File: config.mk
export PLATFORM = sky130hd
export DESIGN_NAME = sha256_stream_hasher_top
export DESIGN_NICKNAME = d
export VERILOG_FILES = /design/src/design/sha_pkg.sv /design/src/design/sha256_stream_hasher_top.sv /design/src/design/sha_datapath.sv /design/src/design/sha_ctrl.sv
export SDC_FILE = /design/constraint.sdc
export NUM_CORES = 2
export LEC_CHECK = 0
export BUFFER_PORTS_ARGS = -buffer_cell sky130_fd_sc_hd__buf_2
export CAP_MARGIN = 20
export CORE_ASPECT_RATIO = 1.1
export CORE_MARGIN = 5
export CORE_UTILIZATION = 65
export CTS_BUF_LIST = sky130_fd_sc_hd__clkbuf_8
export DETAILED_ROUTE_END_ITERATION = 6
export HOLD_SLACK_MARGIN = 0.03
export PLACE_DENSITY = 0.81
export SETUP_SLACK_MARGIN = 0.1
export SLEW_MARGIN = 20
export SYNTH_ARGS = -nofsm -noshare
export SYNTH_HDL_FRONTEND = slang
export SYNTH_HIERARCHICAL = 1
export SYNTH_SLANG_ARGS = --single-unit
File: constraint.sdc
create_clock -name i_clk -period 30.3 [get_ports i_clk]
set_input_delay 1.515 -clock i_clk [delete_from_list [all_inputs] [get_ports i_clk]]
set_output_delay 1.515 -clock i_clk [all_outputs]
set_load 0.1 [all_outputs]
File: src/design/sha_pkg.sv
package sha_pkg;

    // Controller states.
    typedef enum logic [2:0] {
        ST_IDLE,
        ST_ROUND,
        ST_FINAL,
        ST_PAD_MARK,
        ST_PAD_ZERO,
        ST_PAD_LEN,
        ST_EMIT
    } t_state;

    // Commands from the controller to the datapath.
    typedef struct packed {
        logic load_byte;
        logic pad_mark;
        logic pad_zero;
        logic pad_len;
        logic start_round;
        logic do_round;
        logic add_hash;
        logic reset_hash;
        logic clear_len;
    } t_cmd;

    // Status from the datapath to the controller.
    typedef struct packed {
        logic block_full;
        logic at_length;
        logic round_last;
    } t_status;

    localparam int unsigned BlockBytes = 64;
    localparam int unsigned LengthAt   = 56;
    localparam logic [7:0]  PadByte    = 8'h80;

    localparam logic [31:0] InitHash [8] = '{
        32'h6a09e667, 32'hbb67ae85, 32'h3c6ef372, 32'ha54ff53a,
        32'h510e527f, 32'h9b05688c, 32'h1f83d9ab, 32'h5be0cd19
    };

    localparam logic [31:0] RoundK [64] = '{
        32'h428a2f98, 32'h71374491, 32'hb5c0fbcf, 32'he9b5dba5,
        32'h3956c25b, 32'h59f111f1, 32'h923f82a4, 32'hab1c5ed5,
        32'hd807aa98, 32'h12835b01, 32'h243185be, 32'h550c7dc3,
        32'h72be5d74, 32'h80deb1fe, 32'h9bdc06a7, 32'hc19bf174,
        32'he49b69c1, 32'hefbe4786, 32'h0fc19dc6, 32'h240ca1cc,
        32'h2de92c6f, 32'h4a7484aa, 32'h5cb0a9dc, 32'h76f988da,
        32'h983e5152, 32'ha831c66d, 32'hb00327c8, 32'hbf597fc7,
        32'hc6e00bf3, 32'hd5a79147, 32'h06ca6351, 32'h14292967,
        32'h27b70a85, 32'h2e1b2138, 32'h4d2c6dfc, 32'h53380d13,
        32'h650a7354, 32'h766a0abb, 32'h81c2c92e, 32'h92722c85,
        32'ha2bfe8a1, 32'ha81a664b, 32'hc24b8b70, 32'hc76c51a3,
        32'hd192e819, 32'hd6990624, 32'hf40e3585, 32'h106aa070,
        32'h19a4c116, 32'h1e376c08, 32'h2748774c, 32'h34b0bcb5,
        32'h391c0cb3, 32'h4ed8aa4a, 32'h5b9cca4f, 32'h682e6ff3,
        32'h748f82ee, 32'h78a5636f, 32'h84c87814, 32'h8cc70208,
        32'h90befffa, 32'ha4506ceb, 32'hbef9a3f7, 32'hc67178f2
    };

    function automatic logic [31:0] rotr(input logic [31:0] x, input int unsigned n);
        rotr = (x >> n) | (x << (32 - n));
    endfunction

endpackage

File: src/design/sha256_stream_hasher_top.sv
// SHA-256 stream hasher.
// Slave channel: one item per message byte; tdata carries the byte, tuser
// bit 0 says whether the byte is present, tlast ends the message.
// Master channel: after end of message the eight digest words come out,
// word 0 first, tlast on the eighth.
// An item that does not fill a block and does not end the message leaves the
// controller idle, so such items can follow back to back.
// The item that fills the 64th byte of a block starts a compression, which
// runs one round per cycle on a single round unit and then adds into the
// hash words.
// End of message writes the 0x80 marker, the zero bytes and the eight length
// bytes one per cycle while no compression runs, with a step that writes
// nothing on reaching the length position, and runs one or two compressions.
// An end item whose own byte fills a block first runs that compression before
// the padding. The first digest word is offered once the last compression has
// added into the hash words. Each word waits for m_axis_tready, and no item is
// taken until the last word has gone, after which the hash returns to its
// initial value. Reset (synchronous, active low) restores the initial hash,
// clears the byte count and length and returns the controller to idle.
module sha256_stream_hasher_top (
    input  logic        i_clk,
    input  logic        i_rst_n,
    input  logic        s_axis_tvalid,
    output logic        s_axis_tready,
    input  logic [7:0]  s_axis_tdata,   // data_byte[7:0]
    input  logic        s_axis_tuser,   // byte_present
    input  logic        s_axis_tlast,   // end_of_message
    output logic        m_axis_tvalid,
    input  logic        m_axis_tready,
    output logic [31:0] m_axis_tdata,   // digest_word[31:0]
    output logic        m_axis_tlast    // last_word
);

    sha_pkg::t_cmd    w_cmd;
    sha_pkg::t_status w_status;
    logic [2:0]       w_word_sel;

    sha_ctrl u_ctrl (
        .i_clk         (i_clk),
        .i_rst_n       (i_rst_n),
        .i_in_valid    (s_axis_tvalid),
        .i_byte_present(s_axis_tuser),
        .i_end         (s_axis_tlast),
        .i_out_ready   (m_axis_tready),
        .i_status      (w_status),
        .o_in_ready    (s_axis_tready),
        .o_out_valid   (m_axis_tvalid),
        .o_out_last    (m_axis_tlast),
        .o_word_sel    (w_word_sel),
        .o_cmd         (w_cmd)
    );

    sha_datapath u_dp (
        .i_clk      (i_clk),
        .i_rst_n    (i_rst_n),
        .i_cmd      (w_cmd),
        .i_byte     (s_axis_tdata),
        .i_word_sel (w_word_sel),
        .o_status   (w_status),
        .o_hash_word(m_axis_tdata)
    );

endmodule

File: src/design/sha_datapath.sv
module sha_datapath (
    input  logic               i_clk,
    input  logic               i_rst_n,
    input  sha_pkg::t_cmd      i_cmd,
    input  logic [7:0]         i_byte,
    input  logic [2:0]         i_word_sel,
    output sha_pkg::t_status   o_status,
    output logic [31:0]        o_hash_word
);

    logic [5:0]  r_fill, n_fill;
    logic [63:0] r_len, n_len;
    logic [31:0] r_hash [8];
    logic [31:0] r_v [8];
    logic [31:0] r_w [16];
    logic [5:0]  r_rnd;
    logic [7:0]  w_byte;
    logic [2:0]  w_len_idx;
    logic        w_pad_any;
    logic [31:0] w_t1, w_t2, w_new_w, w_wt, w_s0, w_s1;

    assign w_pad_any = i_cmd.pad_mark | i_cmd.pad_zero | i_cmd.pad_len;
    assign w_len_idx = 3'd7 - r_fill[2:0];

    // Byte written: message byte, pad marker, zero or a big-endian length byte.
    always_comb begin
        priority if (i_cmd.pad_mark) begin
            w_byte = sha_pkg::PadByte;
        end else if (i_cmd.pad_zero) begin
            w_byte = 8'h00;
        end else if (i_cmd.pad_len) begin
            w_byte = r_len[{w_len_idx, 3'b000} +: 8];
        end else begin
            w_byte = i_byte;
        end
    end

    // Fill count and bit length; padding bytes do not count towards the length.
    always_comb begin
        n_fill = r_fill;
        n_len  = r_len;
        if (i_cmd.load_byte) begin
            n_fill = r_fill + 6'd1;
            if (!w_pad_any) begin
                n_len = r_len + 64'd8;
            end
        end
        if (i_cmd.clear_len) begin
            n_len  = '0;
            n_fill = '0;
        end
    end

    always_ff @(posedge i_clk) begin
        if (!i_rst_n) begin
            r_fill <= '0;
            r_len  <= '0;
        end else begin
            r_fill <= n_fill;
            r_len  <= n_len;
        end
    end

    // Message schedule over a 16-word window.
    always_comb begin
        w_s0    = sha_pkg::rotr(r_w[1], 7) ^ sha_pkg::rotr(r_w[1], 18) ^ (r_w[1] >> 3);
        w_s1    = sha_pkg::rotr(r_w[14], 17) ^ sha_pkg::rotr(r_w[14], 19) ^ (r_w[14] >> 10);
        w_new_w = r_w[0] + w_s0 + r_w[9] + w_s1;
        w_wt    = r_w[0];
    end

    // One compression round.
    always_comb begin
        w_t1 = r_v[7] + (sha_pkg::rotr(r_v[4], 6) ^ sha_pkg::rotr(r_v[4], 11) ^
               sha_pkg::rotr(r_v[4], 25)) + ((r_v[4] & r_v[5]) ^ (~r_v[4] & r_v[6])) +
               sha_pkg::RoundK[r_rnd] + w_wt;
        w_t2 = (sha_pkg::rotr(r_v[0], 2) ^ sha_pkg::rotr(r_v[0], 13) ^
               sha_pkg::rotr(r_v[0], 22)) +
               ((r_v[0] & r_v[1]) ^ (r_v[0] & r_v[2]) ^ (r_v[1] & r_v[2]));
    end

    // Block window: bytes shift in at the bottom, so after 64 bytes the first
    // byte sits in the top of word 0. During rounds it acts as the schedule.
    always_ff @(posedge i_clk) begin
        if (i_cmd.load_byte) begin
            for (int i = 0; i < 15; i++) begin
                r_w[i] <= {r_w[i][23:0], r_w[i + 1][31:24]};
            end
            r_w[15] <= {r_w[15][23:0], w_byte};
        end else if (i_cmd.do_round) begin
            for (int i = 0; i < 15; i++) begin
                r_w[i] <= r_w[i + 1];
            end
            r_w[15] <= w_new_w;
        end
    end

    // Working variables and round counter.
    always_ff @(posedge i_clk) begin
        if (i_cmd.start_round) begin
            for (int i = 0; i < 8; i++) begin
                r_v[i] <= r_hash[i];
            end
            r_rnd <= '0;
        end else if (i_cmd.do_round) begin
            r_v[7] <= r_v[6];
            r_v[6] <= r_v[5];
            r_v[5] <= r_v[4];
            r_v[4] <= r_v[3] + w_t1;
            r_v[3] <= r_v[2];
            r_v[2] <= r_v[1];
            r_v[1] <= r_v[0];
            r_v[0] <= w_t1 + w_t2;
            r_rnd  <= r_rnd + 6'd1;
        end
    end

    // Hash words.
    always_ff @(posedge i_clk) begin
        if (!i_rst_n || i_cmd.reset_hash) begin
            for (int i = 0; i < 8; i++) begin
                r_hash[i] <= sha_pkg::InitHash[i];
            end
        end else if (i_cmd.add_hash) begin
            for (int i = 0; i < 8; i++) begin
                r_hash[i] <= r_hash[i] + r_v[i];
            end
        end
    end

    // The next byte written completes the block when the count stands at 63.
    assign o_status.block_full = (r_fill == 6'd63);
    assign o_status.at_length  = (r_fill == 6'(sha_pkg::LengthAt));
    assign o_status.round_last = (r_rnd == 6'd63);
    assign o_hash_word         = r_hash[i_word_sel];

endmodule

File: src/design/sha_ctrl.sv
module sha_ctrl (
    input  logic              i_clk,
    input  logic              i_rst_n,
    input  logic              i_in_valid,
    input  logic              i_byte_present,
    input  logic              i_end,
    input  logic              i_out_ready,
    input  sha_pkg::t_status  i_status,
    output logic              o_in_ready,
    output logic              o_out_valid,
    output logic              o_out_last,
    output logic [2:0]        o_word_sel,
    output sha_pkg::t_cmd     o_cmd
);

    sha_pkg::t_state r_state, n_state;
    sha_pkg::t_state r_resume, n_resume;
    logic [2:0]      r_word, n_word;
    logic            w_acc;

    assign w_acc = i_in_valid && (r_state == sha_pkg::ST_IDLE);

    // Next state; r_resume holds where to continue after a compression.
    always_comb begin
        n_state  = r_state;
        n_resume = r_resume;
        n_word   = r_word;
        unique case (r_state)
            sha_pkg::ST_IDLE: begin
                if (w_acc) begin
                    if (i_byte_present && i_status.block_full) begin
                        n_state  = sha_pkg::ST_ROUND;
                        n_resume = i_end ? sha_pkg::ST_PAD_MARK : sha_pkg::ST_IDLE;
                    end else if (i_end) begin
                        n_state = sha_pkg::ST_PAD_MARK;
                    end
                end
            end
            sha_pkg::ST_ROUND: begin
                if (i_status.round_last) begin
                    n_state = sha_pkg::ST_FINAL;
                end
            end
            sha_pkg::ST_FINAL: begin
                n_state = r_resume;
            end
            sha_pkg::ST_PAD_MARK: begin
                if (i_status.block_full) begin
                    n_state  = sha_pkg::ST_ROUND;
                    n_resume = sha_pkg::ST_PAD_ZERO;
                end else begin
                    n_state = sha_pkg::ST_PAD_ZERO;
                end
            end
            sha_pkg::ST_PAD_ZERO: begin
                if (i_status.at_length) begin
                    n_state = sha_pkg::ST_PAD_LEN;
                end else if (i_status.block_full) begin
                    n_state  = sha_pkg::ST_ROUND;
                    n_resume = sha_pkg::ST_PAD_ZERO;
                end
            end
            sha_pkg::ST_PAD_LEN: begin
                if (i_status.block_full) begin
                    n_state  = sha_pkg::ST_ROUND;
                    n_resume = sha_pkg::ST_EMIT;
                end
            end
            sha_pkg::ST_EMIT: begin
                if (i_out_ready) begin
                    n_word = r_word + 3'd1;
                    if (r_word == 3'd7) begin
                        n_state = sha_pkg::ST_IDLE;
                    end
                end
            end
            default: n_state = sha_pkg::ST_IDLE;
        endcase
    end

    always_ff @(posedge i_clk) begin
        if (!i_rst_n) begin
            r_state  <= sha_pkg::ST_IDLE;
            r_resume <= sha_pkg::ST_IDLE;
            r_word   <= '0;
        end else begin
            r_state  <= n_state;
            r_resume <= n_resume;
            r_word   <= n_word;
        end
    end

    // Outputs and commands.
    always_comb begin
        o_cmd       = '0;
        o_in_ready  = 1'b0;
        o_out_valid = 1'b0;
        o_out_last  = 1'b0;
        o_word_sel  = r_word;
        unique case (r_state)
            sha_pkg::ST_IDLE: begin
                o_in_ready        = 1'b1;
                o_cmd.load_byte   = w_acc && i_byte_present;
                o_cmd.start_round = w_acc && i_byte_present && i_status.block_full;
            end
            sha_pkg::ST_ROUND: begin
                o_cmd.do_round = 1'b1;
            end
            sha_pkg::ST_FINAL: begin
                o_cmd.add_hash = 1'b1;
            end
            sha_pkg::ST_PAD_MARK: begin
                o_cmd.load_byte   = 1'b1;
                o_cmd.pad_mark    = 1'b1;
                o_cmd.start_round = i_status.block_full;
            end
            sha_pkg::ST_PAD_ZERO: begin
                o_cmd.load_byte   = !i_status.at_length;
                o_cmd.pad_zero    = 1'b1;
                o_cmd.start_round = i_status.block_full;
            end
            sha_pkg::ST_PAD_LEN: begin
                o_cmd.load_byte   = 1'b1;
                o_cmd.pad_len     = 1'b1;
                o_cmd.start_round = i_status.block_full;
            end
            sha_pkg::ST_EMIT: begin
                o_out_valid = 1'b1;
                o_out_last  = (r_word == 3'd7);
                if (i_out_ready && r_word == 3'd7) begin
                    o_cmd.reset_hash = 1'b1;
                    o_cmd.clear_len  = 1'b1;
                end
            end
            default: ;
        endcase
    end

endmodule
==> metrics.txt <==
outcome=finished with violations; failing checks=design-rule violations; Commonest cells post-synth=nand2_1, edfxtp_1, mux2_2; critical path class=register to register; CTS Root Cell=clkbuf_8; Multi-input gate area=0.0401 sq mm; Worst path slowest cell=ha_1; CTS sink cnt=1106; fin crit period=10.37 ns; Post-synth EDFFs=1024; Setup Buffers After CTS=0; HPWL after DPL=156 mm; clk_lat worst skew=0.96 ns; Max-slew headroom=23.1%; Final Skew=0.0688 ns; crit end category=register; CP Launch Type=register; top-count cell post-synth=nand2_1; CP max stage delay=0.87 ns; DR pass1 iterations=7; Peak Freq=96.4 MHz; post-CTS sizing=0; vias in the first global route=55300; initial antenna violation count=5; dominant synthesized flop cell=edfxtp_1; Setup TNS=0 ns; Final Hold Viols=0; Final nets=7546; setup violators final=0; FF+latch area=0.0324 sq mm; vias per std cell=6.50; Iteration-0 DRC Markers=6050; vias=56000; worst-margin pin slew=1.15 ns; Slew Viols, Final=0; Reg clk slew, reported paths=0.08 ns; Synth warnings=6; Synth area leaders=edfxtp_1, mux2_2, ha_1, fa_1, nand2_1; Top cell by count, worst path=fa_1; CP Data Required Time=30.96 ns; arrival time worst endpoint=11.03 ns; share of layout cells above drive strength 1=14.3%; gr usage total=34.1%; die area=0.122 sq mm; core area=0.114 sq mm; DRC Markers=6; Avg Cell Area, Syn=10.7 sq um; setup repair after global routing missed its margin=false; worst-path maximum fanout=18; Synth cell types=103; fillers=8236; Layout area overhead=6.52%; area share of the largest cell type after synthesis=41.1%; Clock Path Buffers=3; total CTS buffers=184; Rows=130; Final GP Congestion=0.981; Min-Delay Path Class=register to register; first-pass GRT wire length=323 mm; # H-tree levels=4; Die Wd=334 um; WL final=213 mm; number of buffers added on ports=48; GRT overflow=0; Period Utilization, post-route=34.2%; max-cap violations=0; CTS tree=built; Die Y=366 um; largest area contributor in the netlist=edfxtp_1; flops & latches, synth=1106; post-synthesis cell area=0.0749 sq mm; Post-CTS Hold Buffers=0; largest net degree at the start of global routing=204; Post-Syn Instances=6979; ys async rst share=0%; reg2reg setup slack=19.93 ns; WL per Instance=24.8 um; Seq/Total Area, Yosys=43.2%; antenna-violating nets left=0; syn_nets=7583; Ports=49; Initial Util=65.5%
==> per-stage QoR <==
stage	worst slack [ns]	hold slack [ns]	util [%]	std cells	cell area (sq um)
floorplan	20.50	0.436	-	6979	74900
global placement	20.22	0.451	66.8	8274	76300
detailed placement	20.07	0.459	66.8	8274	76300
CTS	20.09	0.467	69.8	8610	79800
global route	19.38	0.487	69.8	8611	79800
finish	19.93	0.467	69.8	8613	79800
==> per-layer routing <==
layer	up-vias	track usage, %	share of wire [%]
li1	25200	-	-
met1	27400	42.7	38
met2	2728	56.1	48
met3	646	5.26	7.7
met4	2	20.7	7.1
met5	-	0	0.0075
==> path summary, 6_finish.rpt <==
path	from	end	cells after the start
worst min register to register	u_ctrl/r_resume[0]$_SDFFE_PN0P_	u_ctrl/r_resume[0]$_SDFFE_PN0P_	2
worst min-delay path	u_ctrl/r_resume[0]$_SDFFE_PN0P_	u_ctrl/r_resume[0]$_SDFFE_PN0P_	2
worst max register to register	u_dp/r_rnd[0]$_SDFFE_PP0P_	u_dp/r_v[0][31]$_DFFE_PP_	36
worst max-delay path	u_dp/r_rnd[0]$_SDFFE_PP0P_	u_dp/r_v[0][31]$_DFFE_PP_	36
==> sequential cells by signal, summed over array words and instances (netlist names) <==
name,flops
u_dp/r_rnd,6
u_ctrl/r_resume,3
u_dp/r_len,61
u_ctrl/r_state,3
u_dp/r_hash,256
u_dp/r_w,512
u_dp/r_v,256
u_ctrl/o_word_sel,3
u_dp/r_fill,6
==> critical path: cells and delay by family, from the launching register on <==
family          cells  cell delay (ns)
flops               1             0.31
compound gates     14             3.49
xor+xnor            2             0.44
buf+inv             4             0.68
fa+ha+maj           7             3.49
simple gates        9             1.64
==> area by class of cell <==
type / instances / share of cell area, %
antenna: 3 / 0.00941
sequential: 1106 / 40.6
clock buffer: 185 / 3.19
clock inverter: 151 / 1.13
inverter: 329 / 1.55
timing repair buffer: 102 / 0.856
multi-input combinational: 5219 / 50.3
tap: 1518 / 2.38
==> logic make-up (layout without fill, tap and decap cells) <==
kind of cell | after synthesis | in the layout | synth area share [%]
DFF | 1106 | 1106 | 43.2
muxes | 646 | 646 | 10.9
xor gates and xnor gates | 583 | 583 | 6.82
buffers and inverters | 654 | 767 | 3.30
AOI/OAI and AO/OA | 1372 | 1372 | 11.8
other | 0 | 3 | 0
adders and majority gates | 594 | 594 | 11.9
and+or+nand+nor | 2024 | 2024 | 12.1
==> cell usage in the layout (no fill, tap or decap), types with 83 or more instances in the layout <==
master and count:
nand2_1 1037, edfxtp_1 1024, mux2_2 529, ha_1 395, inv_1 384, xnor2_1 361
nor2_1 355, o21ai_0 344, a21oi_1 333, xor2_1 222, fa_1 195, clkbuf_8 185
a21o_1 165, nor3_1 112, nand3_1 98, o21a_1 83
Power is not shown: default switching activity piles up to over one toggle a cycle in this logic, so the estimate is an artifact.
